## src/rtl/hsu_pkg.sv

```systemverilog
`timescale 1ns / 1ps

package hsu_pkg;

  localparam int INDEX_BITS = 13;
  localparam int KEY_WIDTH  = 64;
  localparam int LOG_BITS   = INDEX_BITS - 1;
  localparam int SLOT_COUNT = 2 ** INDEX_BITS;
  localparam int LOG_DEPTH  = 2 ** LOG_BITS;
  localparam int HOLD_LIMIT = (SLOT_COUNT - 1) >> 1;
  localparam int ENTRIES_W  = 12;

  localparam logic [63:0] SENTINEL_FULL = 64'hA5B8_5C5E_198E_D849;
  localparam logic [KEY_WIDTH-1:0] SENTINEL = SENTINEL_FULL[KEY_WIDTH-1:0];

  localparam logic [1:0] OP_INSERT = 2'd0;
  localparam logic [1:0] OP_UNDO   = 2'd1;
  localparam logic [1:0] OP_LOOKUP = 2'd2;
  localparam logic [1:0] OP_CLEAR  = 2'd3;

  typedef struct packed {
    logic [1:0]  operation;
    logic [63:0] key;
  } in_t;

  typedef struct packed {
    logic                 found;
    logic                 error;
    logic [ENTRIES_W-1:0] entries;
  } out_t;

  typedef struct packed {
    logic                  we;
    logic [INDEX_BITS-1:0] waddr;
    logic [KEY_WIDTH-1:0]  wdata;
    logic [INDEX_BITS-1:0] raddr;
  } slot_req_t;

  typedef struct packed {
    logic                  we;
    logic [LOG_BITS-1:0]   waddr;
    logic [INDEX_BITS-1:0] wdata;
    logic [LOG_BITS-1:0]   raddr;
  } log_req_t;

endpackage

```

## src/rtl/hsu_ctrl.sv

```systemverilog
`timescale 1ns / 1ps

module hsu_ctrl (
  input  logic                             clk,
  input  logic                             rst_n,
  input  logic                             start,
  output logic                             busy,
  input  hsu_pkg::in_t                     in_item,
  output logic                             out_valid,
  output hsu_pkg::out_t                    out_item,
  output hsu_pkg::slot_req_t               slot_req,
  input  logic [hsu_pkg::KEY_WIDTH-1:0]    slot_rdata,
  output hsu_pkg::log_req_t                log_req,
  input  logic [hsu_pkg::INDEX_BITS-1:0]   log_rdata
);

  typedef enum logic [4:0] {
    ST_INIT  = 5'b00001,
    ST_IDLE  = 5'b00010,
    ST_PROBE = 5'b00100,
    ST_UNDO  = 5'b01000,
    ST_CLEAR = 5'b10000
  } state_t;

  state_t                          state_r, state_nxt;
  logic [hsu_pkg::INDEX_BITS-1:0]  init_addr_r, init_addr_nxt;
  logic [hsu_pkg::LOG_BITS-1:0]    count_r, count_nxt;
  logic [hsu_pkg::LOG_BITS-1:0]    clr_idx_r, clr_idx_nxt;
  logic [hsu_pkg::INDEX_BITS-1:0]  pos_r, pos_nxt;
  logic [hsu_pkg::KEY_WIDTH-1:0]   key_r, key_nxt;
  logic                            is_insert_r, is_insert_nxt;
  logic                            out_valid_r, out_valid_nxt;
  hsu_pkg::out_t                   out_item_r, out_item_nxt;
  logic [hsu_pkg::KEY_WIDTH-1:0]   in_key;

  function automatic hsu_pkg::out_t make_result(
    input logic                         found,
    input logic                         error,
    input logic [hsu_pkg::LOG_BITS-1:0] count
  );
    hsu_pkg::out_t res;
    logic [31:0]   wide;
    wide        = 32'(count);
    res.found   = found;
    res.error   = error;
    res.entries = wide[hsu_pkg::ENTRIES_W-1:0];
    return res;
  endfunction

  assign in_key = in_item.key[hsu_pkg::KEY_WIDTH-1:0];

  always_comb begin
    state_nxt     = state_r;
    init_addr_nxt = init_addr_r;
    count_nxt     = count_r;
    clr_idx_nxt   = clr_idx_r;
    pos_nxt       = pos_r;
    key_nxt       = key_r;
    is_insert_nxt = is_insert_r;
    out_valid_nxt = 1'b0;
    out_item_nxt  = out_item_r;

    slot_req.we    = 1'b0;
    slot_req.waddr = pos_r;
    slot_req.wdata = key_r;
    slot_req.raddr = pos_r;
    log_req.we     = 1'b0;
    log_req.waddr  = count_r;
    log_req.wdata  = pos_r;
    log_req.raddr  = clr_idx_r;

    case (state_r)
      ST_INIT: begin
        // sweep every slot to empty after reset
        slot_req.we    = 1'b1;
        slot_req.waddr = init_addr_r;
        slot_req.wdata = hsu_pkg::SENTINEL;
        init_addr_nxt  = init_addr_r + hsu_pkg::INDEX_BITS'(1);
        if (&init_addr_r) begin
          state_nxt = ST_IDLE;
        end
      end

      ST_IDLE: begin
        slot_req.raddr = in_key[hsu_pkg::INDEX_BITS-1:0];
        if (start) begin
          key_nxt = in_key;
          pos_nxt = in_key[hsu_pkg::INDEX_BITS-1:0];
          case (in_item.operation)
            hsu_pkg::OP_INSERT: begin
              if (in_key == hsu_pkg::SENTINEL ||
                  count_r >= hsu_pkg::LOG_BITS'(hsu_pkg::HOLD_LIMIT)) begin
                out_valid_nxt = 1'b1;
                out_item_nxt  = make_result(1'b0, 1'b1, count_r);
              end else begin
                is_insert_nxt = 1'b1;
                state_nxt     = ST_PROBE;
              end
            end
            hsu_pkg::OP_LOOKUP: begin
              if (in_key == hsu_pkg::SENTINEL) begin
                out_valid_nxt = 1'b1;
                out_item_nxt  = make_result(1'b0, 1'b0, count_r);
              end else begin
                is_insert_nxt = 1'b0;
                state_nxt     = ST_PROBE;
              end
            end
            hsu_pkg::OP_UNDO: begin
              if (count_r == '0) begin
                out_valid_nxt = 1'b1;
                out_item_nxt  = make_result(1'b0, 1'b1, count_r);
              end else begin
                log_req.raddr = count_r - hsu_pkg::LOG_BITS'(1);
                state_nxt     = ST_UNDO;
              end
            end
            default: begin
              if (count_r == '0) begin
                out_valid_nxt = 1'b1;
                out_item_nxt  = make_result(1'b0, 1'b0, count_r);
              end else begin
                log_req.raddr = '0;
                clr_idx_nxt   = '0;
                state_nxt     = ST_CLEAR;
              end
            end
          endcase
        end
      end

      ST_PROBE: begin
        if (slot_rdata == hsu_pkg::SENTINEL) begin
          if (is_insert_r) begin
            slot_req.we   = 1'b1;
            log_req.we    = 1'b1;
            count_nxt     = count_r + hsu_pkg::LOG_BITS'(1);
            out_item_nxt  = make_result(1'b0, 1'b0, count_r + hsu_pkg::LOG_BITS'(1));
          end else begin
            out_item_nxt  = make_result(1'b0, 1'b0, count_r);
          end
          out_valid_nxt = 1'b1;
          state_nxt     = ST_IDLE;
        end else if (!is_insert_r && slot_rdata == key_r) begin
          out_valid_nxt = 1'b1;
          out_item_nxt  = make_result(1'b1, 1'b0, count_r);
          state_nxt     = ST_IDLE;
        end else begin
          // advance to the next slot, wrapping at the end of the table
          pos_nxt        = pos_r + hsu_pkg::INDEX_BITS'(1);
          slot_req.raddr = pos_r + hsu_pkg::INDEX_BITS'(1);
        end
      end

      ST_UNDO: begin
        slot_req.we    = 1'b1;
        slot_req.waddr = log_rdata;
        slot_req.wdata = hsu_pkg::SENTINEL;
        count_nxt      = count_r - hsu_pkg::LOG_BITS'(1);
        out_valid_nxt  = 1'b1;
        out_item_nxt   = make_result(1'b0, 1'b0, count_r - hsu_pkg::LOG_BITS'(1));
        state_nxt      = ST_IDLE;
      end

      ST_CLEAR: begin
        slot_req.we    = 1'b1;
        slot_req.waddr = log_rdata;
        slot_req.wdata = hsu_pkg::SENTINEL;
        if (clr_idx_r + hsu_pkg::LOG_BITS'(1) == count_r) begin
          count_nxt     = '0;
          out_valid_nxt = 1'b1;
          out_item_nxt  = make_result(1'b0, 1'b0, '0);
          state_nxt     = ST_IDLE;
        end else begin
          clr_idx_nxt   = clr_idx_r + hsu_pkg::LOG_BITS'(1);
          log_req.raddr = clr_idx_r + hsu_pkg::LOG_BITS'(1);
        end
      end

      default: begin
        state_nxt = ST_IDLE;
      end
    endcase
  end

  always_ff @(posedge clk) begin
    if (!rst_n) begin
      state_r     <= ST_INIT;
      init_addr_r <= '0;
      count_r     <= '0;
      out_valid_r <= 1'b0;
    end else begin
      state_r     <= state_nxt;
      init_addr_r <= init_addr_nxt;
      count_r     <= count_nxt;
      out_valid_r <= out_valid_nxt;
    end
  end

  always_ff @(posedge clk) begin
    clr_idx_r   <= clr_idx_nxt;
    pos_r       <= pos_nxt;
    key_r       <= key_nxt;
    is_insert_r <= is_insert_nxt;
    out_item_r  <= out_item_nxt;
  end

  assign busy      = (state_r != ST_IDLE);
  assign out_valid = out_valid_r;
  assign out_item  = out_item_r;

endmodule

```

## config.mk

```make
export PLATFORM = sky130hd
export DESIGN_NAME = hsu_ctrl
export DESIGN_NICKNAME = d
export VERILOG_FILES = /design/src/rtl/hsu_pkg.sv /design/src/rtl/hsu_ctrl.sv
export SDC_FILE = /design/constraint.sdc
export NUM_CORES = 1
export LEC_CHECK = 0
export BUFFER_PORTS_ARGS = -buffer_cell sky130_fd_sc_hd__buf_4
export CORE_MARGIN = 3
export CORE_UTILIZATION = 47
export DETAILED_ROUTE_END_ITERATION = 7
export GPL_TIMING_DRIVEN = 0
export PLACE_DENSITY_LB_ADDON = 0.2
export SLEW_MARGIN = 20
export SYNTH_ARGS = -nofsm -noshare
export SYNTH_HDL_FRONTEND = slang
export SYNTH_SLANG_ARGS = --single-unit
export TNS_END_PERCENT = 1
```

## constraint.sdc

```tcl
create_clock -name clk -period 4.4 [get_ports clk]
set_clock_uncertainty 0.2 [all_clocks]
set_input_delay 0.66 -clock clk [delete_from_list [all_inputs] [get_ports clk]]
set_output_delay 0.66 -clock clk [all_outputs]
set_load 0.05 [all_outputs]
```

==> metrics.md <==
| Metric | Value |
|---|---|
| Period utilization | `97.9%` |
| Syn Nets | `about 1,100` |
| Dpl ws | `0.0452 ns` |
| Post-Route WL | `between 30,000 and 40,000 um` |
| Total power | `3.96 mW` |
| Cell variety after synth | `78` |
| DRC Markers | `0` |
| Pleak | `4.81 nW` |
| Pin count of the biggest net entering global routing | `34` |
| TNS Setup | `0 ns` |
| Worst R2R Start | `count_r[2]` |
| Synth Area in Simple Gates | `28.4%` |
| GP Congestion | `0.974` |
| Post-synth top flop | `edfxtp_1` |
| Number of global-route vias before repair | `about 8,800` |
| Outcome | `complete, no violations` |
| Nets | `1,405` |
| FMAX | `232 MHz` |
| Critical path startpoint | `clr_idx_r[1]` |
| Die Area | `20,300 um2` |
| Fin crit period | `4.31 ns` |
| Syn_area_per_cell | `between 9 and 10 um2` |
| Drt first pass iters | `6` |
| Final Hold Viols | `0` |
| Worst-Margin Slew | `1.06 ns` |
| Clk root buf | `clkbuf_16` |
| Hold_ws | `0.215 ns` |
| CTS tree | `yes` |
| First-pass GRT wire length | `between 50,000 and 60,000 um` |
| Detail Route Antenna Nets | `0` |
| Clock Sinks | `135` |
| Core region area | `between 15,000 and 20,000 um2` |
| Finished Layout Cells | `between 1,000 and 1,500` |
| Detailed Place HPWL | `between 20,000 and 30,000 um` |
| Ant diodes | `0` |
| Worst setup SP type | `flop` |
| Fraction of synthesized area in multiplexers | `0.471%` |
| Per-cell routed wire length | `around 25 um` |
| Fillcell total | `1,540` |
| Die W | `143 um` |
| # setup viols final | `0` |
| PnR worst setup slack | `0.0913 ns` |
| Vias | `9,172` |
| Initial antenna violation count | `1` |
| Placed cell count | `~1,500` |
| Largest family of logic cells by synthesized area | `simple AND/OR/NAND/NOR gates` |
| Synth Area in XOR/XNOR | `9.50%` |
| 1st-iter DRT viols | `~1,100` |
| Htree depth | `4` |
| Number of synthesized flops with an enable pin | `104` |
| Worst endpoint data arrival time | `3.45 ns` |
| Cts hold-fix bufs | `0` |
| Max_slew headroom | `29.4%` |
| Max-cap violation count | `0` |
| Row count | `49` |
| Clock Latency Late Sink | `0.43 ns` |
| Die Y | `143 um` |
| Via/cell ratio | `6.14` |
| Pwr dens | `333 nW/um2` |
| IO Port Bufs | `288` |
| Unrepaired setup endpoints after global routing | `true` |
| Max clock buf depth | `2` |
| Synth-to-Final Area Change | `35.7%` |
| Setup crit end kind | `primary output` |
| Crit-path max FO | `9` |
| Layout cell share with drive strength beyond 1 | `29.0%` |
| Hold crit path type | `primary input to flop` |
| Post-Synth Adder-Cell Area | `0.857%` |
| CP Class | `flop to primary output` |
| GR Overflow Total | `0` |
| Async SR Flop Fraction | `0%` |
| Synth Instances | `942` |
| Cell area after synthesis | `8760 um2` |
| All-Layer GR Usage | `35.3%` |
| IO Pins | `291` |
| Peak supply drop | `277 uV` |
| Yosys reg bits | `135` |
| Starting Density | `about half` |
| Complex-gate fraction of the synthesized area | `roughly 14%` |
| Crit path required time | `3.54 ns` |
| Sequential area share after synthesis | `42.7%` |
| Hold Startpoint | `in_item[14]` |
| Final slew viol count | `0` |
| YS warnings | `0` |
| TritonCTS buffer count | `17` |
| Clock transition at path regs | `0.06 ns` |
## sequential cells by signal, summed over array words and instances (netlist names), 5 cells and up
signal	flops
state_r	5
pos_r	13
key_r	64
clr_idx_r	12
out_item	14
count_r	12
init_addr_r	13
## through the flow
stage | area [um2] | utilization, %
2_1_floorplan | 8770 | -
3_3_place_gp | 11200 | 61.8
3_5_place_dp | 11200 | 62.0
4_1_cts | 11800 | 65.2
5_1_grt | 11900 | 65.5
6_report | 11900 | 65.5
## cell type report
cell class | instances | area (um2) | area share (%)
tap | 229 | 287 | 2.41
sequential | 135 | 3740 | 31.5
timing repair buffer | 291 | 2200 | 18.5
multi-input combinational | 729 | 4770 | 40.1
clock inverter | 13 | 121 | 1.02
buffer | 55 | 246 | 2.07
clock buffer | 19 | 433 | 3.64
timing repair inverter | 1 | 5.00 | 0.0421
inverter | 23 | 90.1 | 0.758
## what timing repair did
action                     4_1_cts  5_1_grt
pin swaps                        0        1
resized for setup                5        6
setup endpoints to repair        6       24
buffers inserted                 0        2
gates cloned                     1        0
## routing by layer
metal	track usage, %	vias to the layer above	part of all wire (%)
met5	0	-	0.030
li1	-	4143	-
met3	7.26	116	9.0
met2	62.1	549	50
met4	15.3	2	4.9
met1	41.8	4362	36
## where the power goes
part / internal, mW / switching (mW)
logic: 0.374 / 0.804
clock network: 0.782 / 0.575
registers: 1.39 / 0.0292
## cells in the mapped netlist (8+ instances only)
cell type,n,area share (%)
and3_1,12,0.86
o21ai_1,8,0.46
o22ai_1,12,0.86
o21ai_0,41,2.3
nor4b_1,15,1.5
dfxtp_1,31,7.1
inv_1,22,0.94
and2_1,36,2.6
nor4bb_1,12,1.4
a21oi_1,35,2.0
clkbuf_1,37,1.6
or3_1,40,2.9
nor4_1,25,1.8
nor2_1,68,2.9
and4b_1,8,0.91
nand2_1,103,4.4
a22oi_1,22,1.9
nor2b_1,8,0.57
nor3_1,17,0.97
xor2_1,61,6.1
xnor2_1,34,3.4
nand3_1,18,1.0
nand4_1,28,2.0
edfxtp_1,104,36
buf_2,15,0.86
a21o_1,10,0.86
## critical path, stage by stage, from the launching register on
cell and delay, ns:
edfxtp_1 0.43, ha_1 0.17, buf_2 0.19, nand2_1 0.13
or3_1 0.44, a2111oi_4 0.43, o2111ai_2 0.23, and2_4 0.25
and3_1 0.23, a211oi_2 0.27, buf_4 0.24
## path summary, 6_finish.rpt
kind,endpoint,slack [ns],depth (start not counted)
min reg2reg,init_addr_r[5],0.33,2
max,log_req[5],0.09,10
min,key_r[14],0.21,1
max reg2reg,out_item[10],0.70,8
## logic make-up (layout without fill, tap and decap cells)
group / after synthesis / count (layout)
mux: 4 / 4
compound gates: 188 / 188
simple gates: 436 / 436
xor+xnor: 95 / 95
fa+ha+maj: 6 / 6
flops: 135 / 135
buf+inv: 78 / 402
## layout by cell type, fill, tap and decap left out, types with 6 or more instances in the layout
cell,instances
a31oi_1,7
nor2b_1,8
nand4b_1,6
a21oi_1,34
nor4_1,23
and2_1,36
nand3_1,18
nor3_1,16
buf_2,14
edfxtp_1,104
nor4bb_1,12
nand2b_1,7
a21o_1,10
nand4_1,28
buf_4,292
nor2_1,68
clkbuf_1,39
o21ai_1,8
dfxtp_1,31
o22ai_1,12
clkbuf_16,17
inv_1,21
a211oi_1,6
ha_1,6
and4b_1,8
nor4b_1,15
and3_1,12
xor2_1,61
xnor2_1,34
or3_1,40
o21ai_0,41
nand2_1,101
a22oi_1,22
Note: power is estimated with default switching activity, not from simulation.
